$ cat config.mk
export PLATFORM = sky130hd
export DESIGN_NAME = amfx_mul
export DESIGN_NICKNAME = d
export VERILOG_FILES = /design/src/design/amfx_pkg.sv /design/src/design/amfx_mul.sv
export SDC_FILE = /design/constraint.sdc
export NUM_CORES = 2
export LEC_CHECK = 0
export BUFFER_PORTS_ARGS = -buffer_cell sky130_fd_sc_hd__buf_2
export CAP_MARGIN = 20
export CORE_UTILIZATION = 50
export CTS_CLUSTER_DIAMETER = 200
export CTS_CLUSTER_SIZE = 28
export DETAILED_ROUTE_END_ITERATION = 7
export MAX_ROUTING_LAYER = met4
export PLACE_DENSITY_LB_ADDON = 0.15
export SLEW_MARGIN = 20
export SYNTH_ARGS = -nofsm -noshare
export SYNTH_HDL_FRONTEND = slang
export SYNTH_SLANG_ARGS = --single-unit
$ cat constraint.sdc
create_clock -name clk -period 10.2 [get_ports clk]
set_input_delay 2.04 -clock clk [delete_from_list [all_inputs] [get_ports clk]]
set_output_delay 2.04 -clock clk [all_outputs]
set_load 0.01 [all_outputs]
$ cat src/design/amfx_pkg.sv
// shared constants and types for the audio multi-effect unit
package amfx_pkg;

  localparam int HISTORY_DEPTH_DEF    = 262144;
  localparam int MAX_ECHOES_DEF       = 10;
  localparam int SINE_TABLE_DEPTH_DEF = 1024;

  // shared multiplier operand and product widths
  localparam int MUL_A_W = 34;
  localparam int MUL_B_W = 18;
  localparam int MUL_P_W = MUL_A_W + MUL_B_W;

  localparam int CFG_IDX_W  = 3;
  localparam int CFG_DATA_W = 32;

  typedef enum logic [CFG_IDX_W-1:0] {
    REG_EFFECT_MODE   = 3'd0,
    REG_ECHO_SPACING  = 3'd1,
    REG_ECHO_COUNT    = 3'd2,
    REG_LFO_STEP      = 3'd3,
    REG_SWEEP_OFFSET  = 3'd4,
    REG_SWEEP_DEPTH   = 3'd5,
    REG_DRIVE_GAIN    = 3'd6,
    REG_TREMOLO_DEPTH = 3'd7
  } cfg_reg_t;

  typedef enum logic [2:0] {
    MODE_ECHO    = 3'd0,
    MODE_FLANGER = 3'd1,
    MODE_DIST    = 3'd2,
    MODE_VIBRATO = 3'd3,
    MODE_TREMOLO = 3'd4
  } effect_mode_t;

endpackage

$ cat src/design/amfx_mul.sv
// shared signed multiplier with registered product
module amfx_mul (
  input  logic                                 clk,
  input  logic signed [amfx_pkg::MUL_A_W-1:0]  op_a,
  input  logic signed [amfx_pkg::MUL_B_W-1:0]  op_b,
  output logic signed [amfx_pkg::MUL_P_W-1:0]  prod_r
);

  always_ff @(posedge clk) begin
    prod_r <= amfx_pkg::MUL_P_W'(op_a) * amfx_pkg::MUL_P_W'(op_b);
  end

endmodule

After elaboration in Yosys (flattened, before gate mapping)
Cells that the tools add are included.

Register bits after elaboration: 52. Input bits: 53. Logic and storage cells: 2. Output and inout bits: 52.

Multiply operators: 1.

Operators by type and width (number): multiplier 34 x 18 -> 52 bit (1).

Logic depth before layout (Yosys ltp)
Depth after elaboration: 1. Mapped depth: 26. Gate-level depth less buffers: 25.

Worst setup path before layout
Ideal clock, no wire load.

Kind: input to register. Start: input op_a[24] in the netlist's numbering. End: register prod_r[50] in the netlist's numbering. Path slack: 2.374 ns. Arrival: 7.753 ns. Buffers on the path: 2. Data required time: 10.128 ns. Library setup time: 0.072 ns. Cell stages on the path: 23. Cell sequence: clkbuf_1 clkbuf_1 nand2_1 fa_1 fa_1 fa_1 inv_1 fa_1 fa_1 inv_1 fa_1 inv_1 ha_1 a21o_1 a21o_1 a21o_1 a221oi_2 o21ai_1 a211oi_1 o21ai_1 a211o_1 a21oi_1 xnor2_1.

Longest elaborated chain between the ends: 1.

Ends and longest elaborated chain: start, declared (RTL line amfx_mul.sv:4) `input logic signed [amfx_pkg::MUL_A_W-1:0] op_a,`; multiplier 34 x 18 -> 52 bit (RTL line amfx_mul.sv:10) `prod_r <= amfx_pkg::MUL_P_W'(op_a) * amfx_pkg::MUL_P_W'(op_b);`; end signal, assigned (RTL line amfx_mul.sv:10); end, declared (RTL line amfx_mul.sv:6) `output logic signed [amfx_pkg::MUL_P_W-1:0] prod_r`.

Every way passes these cells.

Worst setup path in the final report
Start: input op_b[4] in the netlist's numbering. End: register prod_r[34] in the netlist's numbering.

Longest elaborated chain between the ends: 1.

Ends and longest elaborated chain: start, declared (RTL line amfx_mul.sv:5) `input logic signed [amfx_pkg::MUL_B_W-1:0] op_b,`; multiplier 34 x 18 -> 52 bit (RTL line amfx_mul.sv:10).

Every way passes these cells.

==> results.txt <==
The critical path goes through buf_2, nand2_1, fa_1, fa_1, fa_1, fa_1, inv_1, fa_1, inv_1, fa_1, inv_1, ha_1, and2_4, nand4_1, a21oi_2, o2111ai_2, nand2_1, a31oi_1, buf_4, o31ai_2, a21boi_0, xnor2_1. The register with the most flip-flops in the final layout is prod_r. Once layout is complete, the cells apart from fillers number 3029. The total buffers and inverters traversed by the critical path came out at 5.

The wire length of the first global-routing pass came out at 96000 um. The number of vias in the routed layout came out at 15700. The maximum cell stage delay along the critical path came out at 630 ps. The area of the mapped netlist is 22100 um2.

The count of nets after finishing came out at 3203. The number of synthesized flops with an enable pin is 0. After clock tree synthesis, the flow added hold-fix buffers numbering 0.

The kind of end point of the critical path is a flip-flop. The routed via count divided by cell count is 5.18. The worst relative slew slack is 0.412. The root buffer selected by CTS is sky130_fd_sc_hd__clkbuf_16. Of all nets on the critical path, the largest fanout is 34. The number of top-level design ports came out at 105. The final-report hold violation count is 0.

For met2 alone, demand over resource in global routing was 0.457. The largest registers in the layout are prod_r (52). The die span in y is 212 um. The via count of the first global-routing pass came out at 17700. The area after detailed placement is 23000 um2. The sum of overflow across all layers after global routing is 0.

The startpoint identified for the worst hold timing path is op_a[0]. The critical path arrival came out at 8920 ps. Setup repair after global routing left no endpoint under its margin. The clock tree synthesis step divided the H-tree into 2 levels. The remaining number of nets flagged by the antenna check after routing came out at 0. The count of standard-cell rows came out at 76. The cell depth of the worst hold path came out at 2. The finished cells cover 23200 um2. The pin slew with the least headroom to its limit came out at 883 ps.

The final critical-path share of the clock period is 0.854. The count of buffers added by post-CTS timing repair for setup came out at 0. The slowest stage of the critical path is the sky130_fd_sc_hd__buf_2 cell. Detailed placement ended at an HPWL of 46900 um.

STA classifies the critical path startpoint as a primary input. The overall track demand over capacity in global routing is 0.290. Port buffering added 104 buffers.

The die area came out at 45000 um2. The number of antenna violations at the first check in global routing is 5. The post-synthesis sequential area ratio came out at 0.0471.

The flow ran to the end, and the final reports show no timing, DRC or antenna violations. The post-CTS resize count is 0. The setup path with the least slack is of type in -> reg.

Synthesis produced a netlist whose cell count is 2430. The dominant delay contributor by cell family on the critical path is adder cells. The die width is 212 um.

The largest net degree at the start of global routing is 35. The floorplan step defined a core boundary enclosing 43400 um2. The initial utilization of the core area, before any placement, comes to 0.509.

Among the stages of the critical path, the cell type that occurs most often is sky130_fd_sc_hd__fa_1. The tool flagged a number of max-cap violations equal to 0. The final period demand of the worst path is 8710 ps. The setup slack after layout is 1490 ps. The number of design rule violations left after detail routing is 0.

The sink count of the clock tree is 52. In the synthesized netlist the async set-or-reset flop fraction comes to 0. The number of flip-flops under the largest register name came out at 52. The net count after synthesis is 3193. The required time at the endpoint of the critical path is 10410 ps.

The met3 capacity usage during global routing is 0.0555. The setup total negative slack came out at 0 ps. The register bit count reported by yosys is 52. The total setup violations reported at the end of the flow is 0. TritonCTS built the clock tree.

The number of clock buffers inserted by TritonCTS came out at 5. After clock tree synthesis, the clock-pin slew on the worst setup and hold paths is 70 ps. The routed design has 57400 um of wire. The final number of max-transition violations is 0. The met1 usage is 0.385. The longest clock path from root to sink contains 2 buffers. From synthesis to final layout, the design area changed by 4.99%.

The achievable clock frequency is 0.115 GHz. The worst setup timing slack at the placement stage came out at 928 ps. The first-pass iteration count of the detailed router is 6. met2 is the most crowded layer. Routability-driven placement finished with a final weighted congestion of 0.922. For this block, the initial DRC count from the detailed router was 967. After detailed routing, the average wire length per cell comes to 19.0 um. The mean instance size in the synthesized netlist came out at 9.09 um2. The fraction of final layout cells sized beyond drive strength 1 is 0.0590. The dominant register cell in the synthesized netlist is sky130_fd_sc_hd__dfxtp_1. The endpoint with the worst hold slack is prod_r[0].

The number of warnings reported in the yosys synthesis log is 0. The placed instance count came out at 3018. The path category of the worst min-delay check is in -> reg. The count of cell types in the netlist is 55.
-- metal layers --
layer,routed length [um],vias to the layer above
met2,27000,572
met1,24500,8091
li1,-,6923
met5,0,-
met3,4180,103
met4,1660,0
-- worst max path at each step --
| stage | startpoint | end | slack, ps | cells past startpoint |
|---|---|---|---|---|
| floorplan | op_a[24] | prod_r[50] | 2370 | 23 |
| global placement | op_b[4] | prod_r[34] | 1020 | 22 |
| detailed placement | op_b[4] | prod_r[34] | 930 | 22 |
| CTS | op_b[4] | prod_r[34] | 1250 | 22 |
| global route | op_b[4] | prod_r[50] | 1210 | 21 |
| finish | op_b[4] | prod_r[34] | 1490 | 22 |
-- logic make-up after synthesis --
family | after synthesis | synth area share
fa+ha+maj | 710 | 0.601
xor+xnor | 55 | 0.0218
compound gates | 145 | 0.0464
flops | 52 | 0.0471
buf+inv | 772 | 0.132
simple gates | 696 | 0.152
-- layout make-up --
cell class	instances	area, um2
inverter	661	2480
multi-input combinational	1606	18100
clock buffer	5	125
clock inverter	2	60.1
sequential	52	1040
timing repair buffer	114	596
tap	585	732
fill	4111	20200
antenna	4	10.0
-- cells in the final DEF, fill, tap and decap left out, types with 4 or more instances in the layout --
| master | netlist | final |
|---|---|---|
| sky130_fd_sc_hd__a21o_1 | 31 | 31 |
| sky130_fd_sc_hd__a21oi_1 | 37 | 37 |
| sky130_fd_sc_hd__a21oi_2 | 5 | 5 |
| sky130_fd_sc_hd__a31oi_1 | 7 | 7 |
| sky130_fd_sc_hd__and2_1 | 240 | 240 |
| sky130_fd_sc_hd__and3_1 | 8 | 8 |
| sky130_fd_sc_hd__buf_2 | 0 | 104 |
| sky130_fd_sc_hd__buf_4 | 0 | 10 |
| sky130_fd_sc_hd__clkbuf_16 | 0 | 5 |
| sky130_fd_sc_hd__dfxtp_1 | 52 | 52 |
| sky130_fd_sc_hd__diode_2 | 0 | 4 |
| sky130_fd_sc_hd__fa_1 | 585 | 585 |
| sky130_fd_sc_hd__ha_1 | 125 | 125 |
| sky130_fd_sc_hd__inv_1 | 661 | 661 |
| sky130_fd_sc_hd__nand2_1 | 360 | 360 |
| sky130_fd_sc_hd__nand2b_1 | 8 | 8 |
| sky130_fd_sc_hd__nand3_1 | 4 | 4 |
| sky130_fd_sc_hd__nand4_1 | 9 | 9 |
| sky130_fd_sc_hd__nor2_1 | 40 | 40 |
| sky130_fd_sc_hd__nor2b_1 | 10 | 10 |
| sky130_fd_sc_hd__nor3_1 | 6 | 6 |
| sky130_fd_sc_hd__o21ai_0 | 21 | 21 |
| sky130_fd_sc_hd__o21bai_1 | 7 | 7 |
| sky130_fd_sc_hd__xnor2_1 | 40 | 40 |
| sky130_fd_sc_hd__xor2_1 | 15 | 15 |
-- synthesized netlist by cell type, types with 3 or more instances --
cell	instances	area (um2)
sky130_fd_sc_hd__inv_1	661	2480
sky130_fd_sc_hd__fa_1	585	11700
sky130_fd_sc_hd__nand2_1	360	1350
sky130_fd_sc_hd__and2_1	240	1500
sky130_fd_sc_hd__ha_1	125	1560
sky130_fd_sc_hd__clkbuf_1	108	405
sky130_fd_sc_hd__dfxtp_1	52	1040
sky130_fd_sc_hd__nor2_1	40	150
sky130_fd_sc_hd__xnor2_1	40	350
sky130_fd_sc_hd__a21oi_1	37	185
sky130_fd_sc_hd__a21o_1	31	233
sky130_fd_sc_hd__o21ai_0	21	105
sky130_fd_sc_hd__xor2_1	15	131
sky130_fd_sc_hd__nor2b_1	10	62.6
sky130_fd_sc_hd__nand4_1	9	56.3
sky130_fd_sc_hd__and3_1	8	50.1
sky130_fd_sc_hd__nand2b_1	8	50.1
sky130_fd_sc_hd__a31oi_1	7	43.8
sky130_fd_sc_hd__o21bai_1	7	52.6
sky130_fd_sc_hd__nor3_1	6	30.0
sky130_fd_sc_hd__a21oi_2	5	43.8
sky130_fd_sc_hd__nand3_1	4	20.0
sky130_fd_sc_hd__o31ai_1	4	30.0
sky130_fd_sc_hd__a211oi_1	3	22.5
sky130_fd_sc_hd__a21o_2	3	26.3
sky130_fd_sc_hd__o21a_1	3	22.5
sky130_fd_sc_hd__o21ai_1	3	15.0
-- stage by stage --
| step | hold WS [ps] | util |
|---|---|---|
| floorplan | 2160 | - |
| global placement | 2430 | 0.530 |
| global route | 2220 | 0.535 |
| detailed placement | 2430 | 0.530 |
| CTS | 2210 | 0.534 |
| finish | 2220 | 0.535 |
Power is left out: the tool's default activity adds up to more than one toggle a clock period on the data nets, which glitch-free logic cannot reach.
